## src/design/ubsd_pkg.sv

```systemverilog
// Shared types, constants and decode functions for the Unicode byte-stream decoder.
`timescale 1ns / 1ps

package ubsd_pkg;

   localparam int ByteW     = 8;
   localparam int CpW       = 21;
   localparam int ModeW     = 4;
   localparam int EncW      = 3;
   localparam int CntW      = 3;
   localparam int MaxRes    = 4;
   localparam int FifoDepth = 8;
   localparam int FifoPtrW  = $clog2(FifoDepth);
   localparam int FifoCntW  = $clog2(FifoDepth + 1);

   // decode_mode register codes
   localparam logic [ModeW-1:0] ModeAscii    = 4'd0;
   localparam logic [ModeW-1:0] ModeUtf8     = 4'd1;
   localparam logic [ModeW-1:0] ModeU16Be    = 4'd2;
   localparam logic [ModeW-1:0] ModeU16Le    = 4'd3;
   localparam logic [ModeW-1:0] ModeU32Be    = 4'd4;
   localparam logic [ModeW-1:0] ModeU32Le    = 4'd5;
   localparam logic [ModeW-1:0] ModeDetect   = 4'd6;
   localparam logic [ModeW-1:0] ModeDetect16 = 4'd7;
   localparam logic [ModeW-1:0] ModeDetect32 = 4'd8;

   // active encoding codes
   localparam logic [EncW-1:0] EncAscii   = 3'd0;
   localparam logic [EncW-1:0] EncUtf8    = 3'd1;
   localparam logic [EncW-1:0] EncU16Be   = 3'd2;
   localparam logic [EncW-1:0] EncU16Le   = 3'd3;
   localparam logic [EncW-1:0] EncU32Be   = 3'd4;
   localparam logic [EncW-1:0] EncU32Le   = 3'd5;
   localparam logic [EncW-1:0] EncDiscard = 3'd7;

   localparam logic [31:0] CpLimit = 32'h0011_0000;

   typedef logic [3:0][ByteW-1:0] quad_type;

   typedef struct packed {
      logic [ByteW-1:0] data_byte;
      logic             string_end;
   } req_item_type;

   typedef struct packed {
      logic [CpW-1:0] code_point;
      logic           run_last;
   } rsp_item_type;

   typedef struct packed {
      logic [CntW-1:0]                num;
      rsp_item_type [MaxRes-1:0]      items;
   } batch_type;

   typedef struct packed {
      logic [EncW-1:0] enc;
      logic [CntW-1:0] skip;
   } mark_type;

   function automatic quad_type pad_quad(input quad_type q, input logic [CntW-1:0] n);
      quad_type r;
      r = q;
      for (int i = 0; i < 4; i++) begin
         if (CntW'(i) >= n) r[i] = '0;
      end
      return r;
   endfunction

   function automatic logic [CntW-1:0] bytes_needed(input logic [EncW-1:0] enc,
                                                    input quad_type q,
                                                    input logic [CntW-1:0] n);
      logic [ByteW-1:0] hi;
      hi = (enc == EncU16Be) ? q[0] : q[1];
      if (enc == EncUtf8) begin
         if (q[0] < 8'h80) return 3'd1;
         if (q[0] < 8'hE0) return 3'd2;
         if (q[0] < 8'hF0) return 3'd3;
         return 3'd4;
      end
      if (enc == EncU16Be || enc == EncU16Le) begin
         if (n < 3'd2) return 3'd2;
         return (hi >= 8'hD8 && hi <= 8'hDB) ? 3'd4 : 3'd2;
      end
      if (enc == EncU32Be || enc == EncU32Le) return 3'd4;
      return 3'd1;
   endfunction

   function automatic logic [31:0] utf16_value(input logic [7:0] hi0, input logic [7:0] lo0,
                                               input logic [7:0] hi1, input logic [7:0] lo1);
      logic [19:0] sur;
      sur = {hi0[1:0], lo0, hi1[1:0], lo1};
      if (hi0 <= 8'hD7 || hi0 >= 8'hE0) return {16'h0, hi0, lo0};
      if (hi0 <= 8'hDB && hi1 >= 8'hDC && hi1 <= 8'hDF) return {12'h0, sur} + 32'h0001_0000;
      return '0;
   endfunction

   function automatic logic [31:0] decode_char(input quad_type q, input logic [EncW-1:0] enc);
      unique case (enc)
         EncAscii: return {24'h0, q[0]};
         EncUtf8: begin
            if (q[0] < 8'h80) return {24'h0, q[0]};
            if (q[0] < 8'hE0) return {21'h0, q[0][4:0], q[1][5:0]};
            if (q[0] < 8'hF0) return {16'h0, q[0][3:0], q[1][5:0], q[2][5:0]};
            if (q[0] < 8'hF8) return {11'h0, q[0][2:0], q[1][5:0], q[2][5:0], q[3][5:0]};
            return '0;
         end
         EncU16Be: return utf16_value(q[0], q[1], q[2], q[3]);
         EncU16Le: return utf16_value(q[1], q[0], q[3], q[2]);
         EncU32Be: return {q[0], q[1], q[2], q[3]};
         EncU32Le: return {q[3], q[2], q[1], q[0]};
         default:  return '0;
      endcase
   endfunction

   function automatic logic cp_ok(input logic [31:0] cp);
      return (cp != '0) && (cp < CpLimit);
   endfunction

   // byte-order mark match on the zero-padded head bytes
   function automatic mark_type detect_mark(input quad_type q, input logic prefer16);
      mark_type m;
      m.enc  = EncAscii;
      m.skip = 3'd0;
      if (q[0] == 8'hEF && q[1] == 8'hBB && q[2] == 8'hBF) begin
         m.enc  = EncUtf8;
         m.skip = 3'd3;
      end else if (q[0] == 8'hFE && q[1] == 8'hFF) begin
         m.enc  = EncU16Be;
         m.skip = 3'd2;
      end else if (q[0] == 8'hFF && q[1] == 8'hFE) begin
         if (q[2] == 8'h00 && q[3] == 8'h00 && !prefer16) begin
            m.enc  = EncU32Le;
            m.skip = 3'd4;
         end else begin
            m.enc  = EncU16Le;
            m.skip = 3'd2;
         end
      end else if (q[0] == 8'h00 && q[1] == 8'h00 && q[2] == 8'hFE && q[3] == 8'hFF) begin
         m.enc  = EncU32Be;
         m.skip = 3'd4;
      end
      return m;
   endfunction

endpackage

```

## src/design/ubsd_decoder.sv

```systemverilog
// Decode state and the single-pass byte step: mark detection, character gathering, results.
`timescale 1ns / 1ps

module ubsd_decoder
   import ubsd_pkg::*;
(
   input  logic                clock,
   input  logic                reset,
   input  logic                fire,
   input  req_item_type        item,
   input  logic [ModeW-1:0]    mode,
   output batch_type           batch
);

   logic [EncW-1:0]          enc_ff, enc_in;
   logic                     done_ff, done_in;
   quad_type                 buf_ff, buf_in;
   logic [CntW-1:0]          cnt_ff, cnt_in;

   logic [EncW-1:0]          enc_s;
   logic                     done_s;
   logic [CntW-1:0]          base_cnt;
   quad_type                 q_new;
   quad_type                 q_pad;
   logic [CntW-1:0]          n_new;
   mark_type                 mark;
   quad_type                 rest;
   logic [CntW-1:0]          rn;
   logic                     resolve;
   logic                     chk_en;
   logic [EncW-1:0]          chk_enc;
   quad_type                 chk_q;
   logic [CntW-1:0]          chk_n;
   logic [CntW-1:0]          need;
   logic                     chk_done;
   logic [31:0]              chk_cp;
   logic [MaxRes-1:0]        res_v;
   logic [MaxRes-1:0][CpW-1:0] res_cp;
   logic [CntW-1:0]          pos;

   always_comb begin
      enc_s  = enc_ff;
      done_s = done_ff;
      // mode is sampled on the first byte of each string
      if (!done_ff && cnt_ff == '0) begin
         if (mode <= ModeU32Le) begin
            enc_s  = mode[EncW-1:0];
            done_s = 1'b1;
         end else if (mode <= ModeDetect32) begin
            enc_s = (mode == ModeDetect16) ? EncUtf8 : EncAscii;
         end else begin
            enc_s  = EncDiscard;
            done_s = 1'b1;
         end
      end

      base_cnt = (cnt_ff > 3'd3) ? '0 : cnt_ff;
      q_new = buf_ff;
      q_new[base_cnt[1:0]] = item.data_byte;
      n_new = base_cnt + 3'd1;
      q_pad = pad_quad(q_new, n_new);

      // during detection enc holds the prefer-UTF-16 flag
      mark = detect_mark(q_pad, enc_s == EncUtf8);
      rest = q_pad >> {mark.skip, 3'b000};
      rn   = (mark.skip >= n_new) ? '0 : n_new - mark.skip;
      resolve = !done_s && (n_new == 3'd4 || item.string_end);

      chk_en   = done_s || (resolve && mark.enc != EncAscii && rn != '0);
      chk_enc  = done_s ? enc_s : mark.enc;
      chk_q    = done_s ? q_new : rest;
      chk_n    = done_s ? n_new : rn;
      need     = bytes_needed(chk_enc, chk_q, chk_n);
      chk_done = chk_en && (chk_n >= need || item.string_end);
      chk_cp   = decode_char(pad_quad(chk_q, chk_n), chk_enc);

      for (int i = 0; i < MaxRes; i++) begin
         res_cp[i] = {{(CpW-ByteW){1'b0}}, q_pad[i]};
         res_v[i]  = resolve && mark.enc == EncAscii && CntW'(i) < n_new && q_pad[i] != '0;
      end
      if (chk_done) begin
         res_v[0]  = cp_ok(chk_cp);
         res_cp[0] = chk_cp[CpW-1:0];
      end

      enc_in  = resolve ? mark.enc : enc_s;
      done_in = done_s || resolve;
      buf_in  = (!done_s && resolve) ? rest : q_new;
      if (chk_done) begin
         cnt_in = '0;
      end else if (resolve) begin
         cnt_in = (mark.enc == EncAscii) ? '0 : rn;
      end else begin
         cnt_in = n_new;
      end
      if (item.string_end) begin
         enc_in  = EncAscii;
         done_in = 1'b0;
         cnt_in  = '0;
      end
   end

   // pack valid results in order and tag the last one
   always_comb begin
      batch = '0;
      pos   = '0;
      for (int i = 0; i < MaxRes; i++) begin
         if (res_v[i]) begin
            batch.items[pos[1:0]] = '{code_point: res_cp[i], run_last: 1'b0};
            pos = pos + 3'd1;
         end
      end
      if (pos != '0) batch.items[2'(pos - 3'd1)].run_last = 1'b1;
      batch.num = fire ? pos : '0;
   end

   always_ff @(posedge clock) begin
      if (reset) begin
         enc_ff  <= EncAscii;
         done_ff <= 1'b0;
         cnt_ff  <= '0;
      end else if (fire) begin
         enc_ff  <= enc_in;
         done_ff <= done_in;
         cnt_ff  <= cnt_in;
      end
   end

   always_ff @(posedge clock) begin
      if (fire) buf_ff <= buf_in;
   end

endmodule

```

## src/design/ubsd_result_fifo.sv

```systemverilog
// Result queue: takes up to four results per cycle, gives one per transfer.
`timescale 1ns / 1ps

module ubsd_result_fifo
   import ubsd_pkg::*;
(
   input  logic           clock,
   input  logic           reset,
   input  batch_type      wr_batch,
   output logic           room,
   output logic           rd_valid,
   input  logic           rd_stall,
   output rsp_item_type   rd_item
);

   rsp_item_type          mem_ff [FifoDepth];
   logic [FifoPtrW-1:0]   wr_ptr_ff, wr_ptr_in;
   logic [FifoPtrW-1:0]   rd_ptr_ff, rd_ptr_in;
   logic [FifoCntW-1:0]   count_ff, count_in;
   logic                  pop;

   assign rd_valid  = count_ff != '0;
   assign rd_item   = mem_ff[rd_ptr_ff];
   assign pop       = rd_valid && !rd_stall;
   assign room      = count_ff <= FifoCntW'(FifoDepth - MaxRes);
   assign wr_ptr_in = wr_ptr_ff + FifoPtrW'(wr_batch.num);
   assign rd_ptr_in = rd_ptr_ff + FifoPtrW'(pop);
   assign count_in  = count_ff + FifoCntW'(wr_batch.num) - FifoCntW'(pop);

   always_ff @(posedge clock) begin
      for (int e = 0; e < FifoDepth; e++) begin
         if (FifoPtrW'(FifoPtrW'(e) - wr_ptr_ff) < wr_batch.num) begin
            mem_ff[e] <= wr_batch.items[2'(FifoPtrW'(e) - wr_ptr_ff)];
         end
      end
   end

   always_ff @(posedge clock) begin
      if (reset) begin
         wr_ptr_ff <= '0;
         rd_ptr_ff <= '0;
         count_ff  <= '0;
      end else begin
         wr_ptr_ff <= wr_ptr_in;
         rd_ptr_ff <= rd_ptr_in;
         count_ff  <= count_in;
      end
   end

   a_count_bound: assert property (@(posedge clock) disable iff (reset)
      count_ff <= FifoCntW'(FifoDepth))
      else $error("result queue count beyond depth");

   a_push_room: assert property (@(posedge clock) disable iff (reset)
      (wr_batch.num != '0) |-> (count_ff <= FifoCntW'(FifoDepth - MaxRes)))
      else $error("results written without room for a full batch");

   a_batch_size: assert property (@(posedge clock) disable iff (reset)
      wr_batch.num <= CntW'(MaxRes))
      else $error("batch larger than four results");

   a_ptr_match: assert property (@(posedge clock) disable iff (reset)
      (count_ff == '0 || count_ff == FifoCntW'(FifoDepth)) == (rd_ptr_ff == wr_ptr_ff))
      else $error("queue pointers disagree with count");

endmodule

```

## src/design/unicode_bom_stream_decoder_core.sv

```systemverilog
// Top level of the Unicode byte-stream decoder with byte-order-mark detection.
// A transferred byte is registered, then decoded once the queue has room. Throughput: one
// byte per cycle while results average at most one per byte; a byte that ends detection with
// no mark can yield four results, drained one per unstalled rsp cycle from an 8-entry queue, and
// req_stall rises while a byte waits in the input register and fewer than four slots are free.
// Reset (synchronous): decode state back to string start, queue empty, decode_mode to ASCII.
`timescale 1ns / 1ps

module unicode_bom_stream_decoder_core
   import ubsd_pkg::*;
(
   input  logic               clock,
   input  logic               reset,
   input  logic               req_valid,
   output logic               req_stall,
   input  req_item_type       req_item,
   output logic               rsp_valid,
   input  logic               rsp_stall,
   output rsp_item_type       rsp_item,
   input  logic               csr_valid,
   output logic               csr_ready,
   input  logic [ModeW-1:0]   csr_data
);

   logic [ModeW-1:0]  mode_ff;
   logic              in_vld_ff, in_vld_in;
   req_item_type      in_item_ff;
   logic              room;
   logic              fire;
   logic              req_take;
   batch_type         batch;

   assign csr_ready = 1'b1;
   assign fire      = in_vld_ff && room;
   assign req_stall = in_vld_ff && !room;
   assign req_take  = req_valid && !req_stall;
   assign in_vld_in = req_take || (in_vld_ff && !room);

   always_ff @(posedge clock) begin
      if (reset) begin
         mode_ff   <= ModeAscii;
         in_vld_ff <= 1'b0;
      end else begin
         in_vld_ff <= in_vld_in;
         if (csr_valid && csr_ready) mode_ff <= csr_data;
      end
   end

   always_ff @(posedge clock) begin
      if (req_take) in_item_ff <= req_item;
   end

   ubsd_decoder u_decoder (
      .clock (clock),
      .reset (reset),
      .fire  (fire),
      .item  (in_item_ff),
      .mode  (mode_ff),
      .batch (batch)
   );

   ubsd_result_fifo u_result_fifo (
      .clock    (clock),
      .reset    (reset),
      .wr_batch (batch),
      .room     (room),
      .rd_valid (rsp_valid),
      .rd_stall (rsp_stall),
      .rd_item  (rsp_item)
   );

endmodule
```

## config.mk

```make
export PLATFORM = sky130hd
export DESIGN_NAME = unicode_bom_stream_decoder_core
export DESIGN_NICKNAME = d
export VERILOG_FILES = /design/src/design/ubsd_pkg.sv /design/src/design/ubsd_decoder.sv /design/src/design/ubsd_result_fifo.sv /design/src/design/unicode_bom_stream_decoder_core.sv
export SDC_FILE = /design/constraint.sdc
export NUM_CORES = 1
export LEC_CHECK = 0
export ABC_AREA = 0
export BUFFER_PORTS_ARGS = -buffer_cell sky130_fd_sc_hd__buf_2
export CAP_MARGIN = 10
export CELL_PAD_IN_SITES_DETAIL_PLACEMENT = 1
export CELL_PAD_IN_SITES_GLOBAL_PLACEMENT = 2
export CORE_MARGIN = 2
export CORE_UTILIZATION = 40
export DETAILED_ROUTE_END_ITERATION = 16
export PLACE_DENSITY_LB_ADDON = 0.1
export SYNTH_ARGS = -nofsm -noshare
export SYNTH_HDL_FRONTEND = slang
export SYNTH_HIERARCHICAL = 1
export SYNTH_SLANG_ARGS = --single-unit
```

## constraint.sdc

```tcl
create_clock -name clock -period 10.05 [get_ports clock]
set_input_delay 0 -clock clock [delete_from_list [all_inputs] [get_ports clock]]
set_output_delay 0 -clock clock [all_outputs]
set_load 0.02 [all_outputs]
```

==> flow_summary.toml <==
[global_route]
grt_antenna_before_repair = 0
grt_pass1_vias = 15960
grt-ovfl-total = 0
grt_pass1_wl_um = 111500
grtUsageTotal_pct = 32.44
grt_max_degree = 49

[die]
die_area_um2 = 47180
core-area_um2 = 45090
die_y_um = 217.2
die_x_um = 217.2
fp-row-count = 78
ios = 43
start_util_pct = 40.33

[setup_path]
crit_type = "register to register"
max_stage_delay_ns = 0.71
critPathMaxFanout = 22
slowest_stage = "edfxtp_1"
required_ns = 10.29
crit_path_end_kind = "register"
crit_family = "simple AND/OR/NAND/NOR gates"
start_kind = "register"
crit_buf_inv = 10
critPathArrivalTime_ns = 9.78

[clock_network]
cts_sinks = 239
htreeDepth = 1
cts_buffers = 27
cts_root_buf = "clkbuf_16"
clockBufferDepth = 3
clk_pin_slew_worst_paths_ns = 0.06
cts_tree = "done"
clock_latency_ns = 0.55

[timing]
final_hold_viol_count = 0
fmax_ghz = 0.1048
finalCritPeriodShare_pct = 94.95
setup_viol = 0
slew-limit-headroom_pct = 21.47
fin_skew_ns = 0.01208
worstMarginPinSlew_ns = 1.178
min_period_ns = 9.542
setup_slack_ns = 0.5080
slew_viol_final = 0

[placement]
place_inst = 2328
port_buffers = 41
post-place-ws_ns = -0.02936
finalWeightedCongestion = 1.005
dp_hpwl_um = 57810

[power]
power.leakage_nw = 7.407
power_per_cell_area_nw_per_um2 = 261.5
peakVddDrop_uv = 243.9

[final_layout]
layout-drive-gt1-share_pct = 25.12
finish.utilization_pct = 46.72
fin_cells = 2403
num_antenna_cells = 0
nNetsFinal = 1841
syn2layout_area_growth_pct = 15.85

[synth]
synth_seq_cells = 239
yosysWarnings = 6
ys.flop_type = "edfxtp_1"
ys_seq_area_share_pct = 38.26
syn_area_per_cell_um2 = 11.13
synth_fa_ha_area_share_pct = 2.945
synth_cells = 1634
synthArstFlopShare_pct = 0
synth_edf_count = 217
synth_compound_area_share_pct = 15.43
yosys.area_share.simple_pct = 15.41
syn_area_um2 = 18180
synth.area.mux_share_pct = 21.27
synth_xor_area_share_pct = 1.101
synth_top_family_by_area = "multiplexers"
synthDistinctLibCells = 105

[detailed_routing]
via_count = 15580
wl_um = 76590
drc = 0
wl_per_cell_um = 31.87
vias_per_cell = 6.485
drt_iter0_drc = 1257
drtPass1Iterations = 5
final_antenna_net_count = 0

[worst_hold_path]
hp-class = "input port to register"

[outcome]
status = "finished clean"

[run]
cap_violations = 0
==> Yosys cell counts, types with 12 or more instances <==
cell type,n,area share [%]
edfxtp_1,217,36
nor2_1,142,2.9
nand2_1,141,2.9
mux4_2,94,12
a21oi_1,78,2.1
o21ai_0,57,1.6
nand3_1,50,1.4
clkbuf_1,48,0.99
buf_4,45,1.9
nor3_1,39,1.1
ha_1,38,2.6
mux2i_1,38,2.1
mux4_1,38,5.5
buf_2,37,1.0
inv_1,36,0.74
mux2_2,33,2.0
nor4_1,30,1.0
nand4_1,26,0.89
a31oi_1,24,0.83
dfxtp_1,22,2.4
o22ai_1,18,0.62
nand2b_1,17,0.58
nor2b_1,17,0.58
o211ai_1,16,0.66
a211oi_1,14,0.58
o31ai_1,14,0.58
xnor2_1,14,0.67
a21o_1,12,0.50
==> stage by stage <==
stage               hold WS (ns)  instance area [um2]  TNS (ns)  power, mW
global route             0.02135                21070  -0.01140      5.759
detailed placement        0.1788                19870    -1.980      4.487
global placement          0.1762                19860         0      4.429
CTS                     0.002970                20990         0      5.495
finish                   0.01648                21070         0      5.508
floorplan                0.06907                18400    -15.20      3.353
==> final timing paths <==
check,endpoint,startpoint,cells after the start,slack (ns)
setup / recovery,u_result_fifo/mem_ff[7][20]$_DFFE_PN_,in_item_ff[3]$_DFFE_PP_,36,0.51
hold / removal,u_result_fifo/rd_ptr_ff[0]$_SDFF_PP0_,rsp_stall,4,0.02
setup reg to reg,u_result_fifo/mem_ff[7][20]$_DFFE_PN_,in_item_ff[3]$_DFFE_PP_,36,0.51
hold reg to reg,u_decoder/enc_ff[0]$_SDFFE_PP0P_,u_decoder/enc_ff[0]$_SDFFE_PP0P_,2,0.53
==> power by group <==
group | internal (mW) | switching, mW
logic | 1.16 | 1.77
clock network | 0.582 | 0.405
registers | 1.46 | 0.128
total | 3.21 | 2.30
==> routing by layer <==
| layer | up-vias | track usage (%) | part of all wire (%) |
|---|---|---|---|
| met5 | - | 0 | 0 |
| met4 | 0 | 14.57 | 5.0 |
| met3 | 172 | 5.646 | 6.7 |
| met2 | 641 | 54.23 | 48 |
| met1 | 7994 | 41.19 | 40 |
| li1 | 6776 | - | - |
==> repair_timing <==
action,CTS,global route
resized for setup,1,13
hold endpoints to repair,31,0
hold buffers,23,0
setup endpoints to repair,133,203
pin swaps,0,2
cloned,0,0
buffers inserted,0,2
==> worst min-delay path: stages <==
cell and delay, ns:
buf_2 0.07, nor2b_1 0.07, ha_1 0.27, nor2b_1 0.11
==> sequential cells by signal, indices dropped and copies added, names as in the netlist <==
name	count
u_decoder/done_ff	1
u_decoder/buf_ff	32
u_decoder/cnt_ff	3
u_result_fifo/count_ff	4
u_result_fifo/rd_ptr_ff	3
u_result_fifo/wr_ptr_ff	3
in_vld_ff	1
mode_ff	4
u_result_fifo/mem_ff	176
in_item_ff	9
u_decoder/enc_ff	3
==> cell usage in the layout (no fill, tap or decap), types with 38 or more instances in the layout <==
master / instances
nand2_1: 141
a21oi_1: 70
o21ai_0: 56
mux4_1: 38
edfxtp_1: 217
mux4_2: 94
buf_4: 156
nand3_1: 50
nor3_1: 38
nor2_1: 142
conb_1: 42
buf_2: 41
==> kinds of logic after synthesis <==
logic type                 Yosys count
DFF                                239
muxes                              203
adders and majority gates           41
and+or+nand+nor                    554
other                                3
AOI/OAI and AO/OA                  384
xor gates and xnor gates            22
buffers and inverters              188
==> cell type report <==
| cell class | instances | area (um2) |
|---|---|---|
| fill | 4897 | 24020 |
| multi-input combinational | 1246 | 10530 |
| sequential | 239 | 6965 |
| timing repair buffer | 229 | 1787 |
| tap | 600 | 750.7 |
| clock buffer | 30 | 706.9 |
| clock inverter | 20 | 177.7 |
| inverter | 39 | 146.4 |
(Power assumes the default switching activity.)
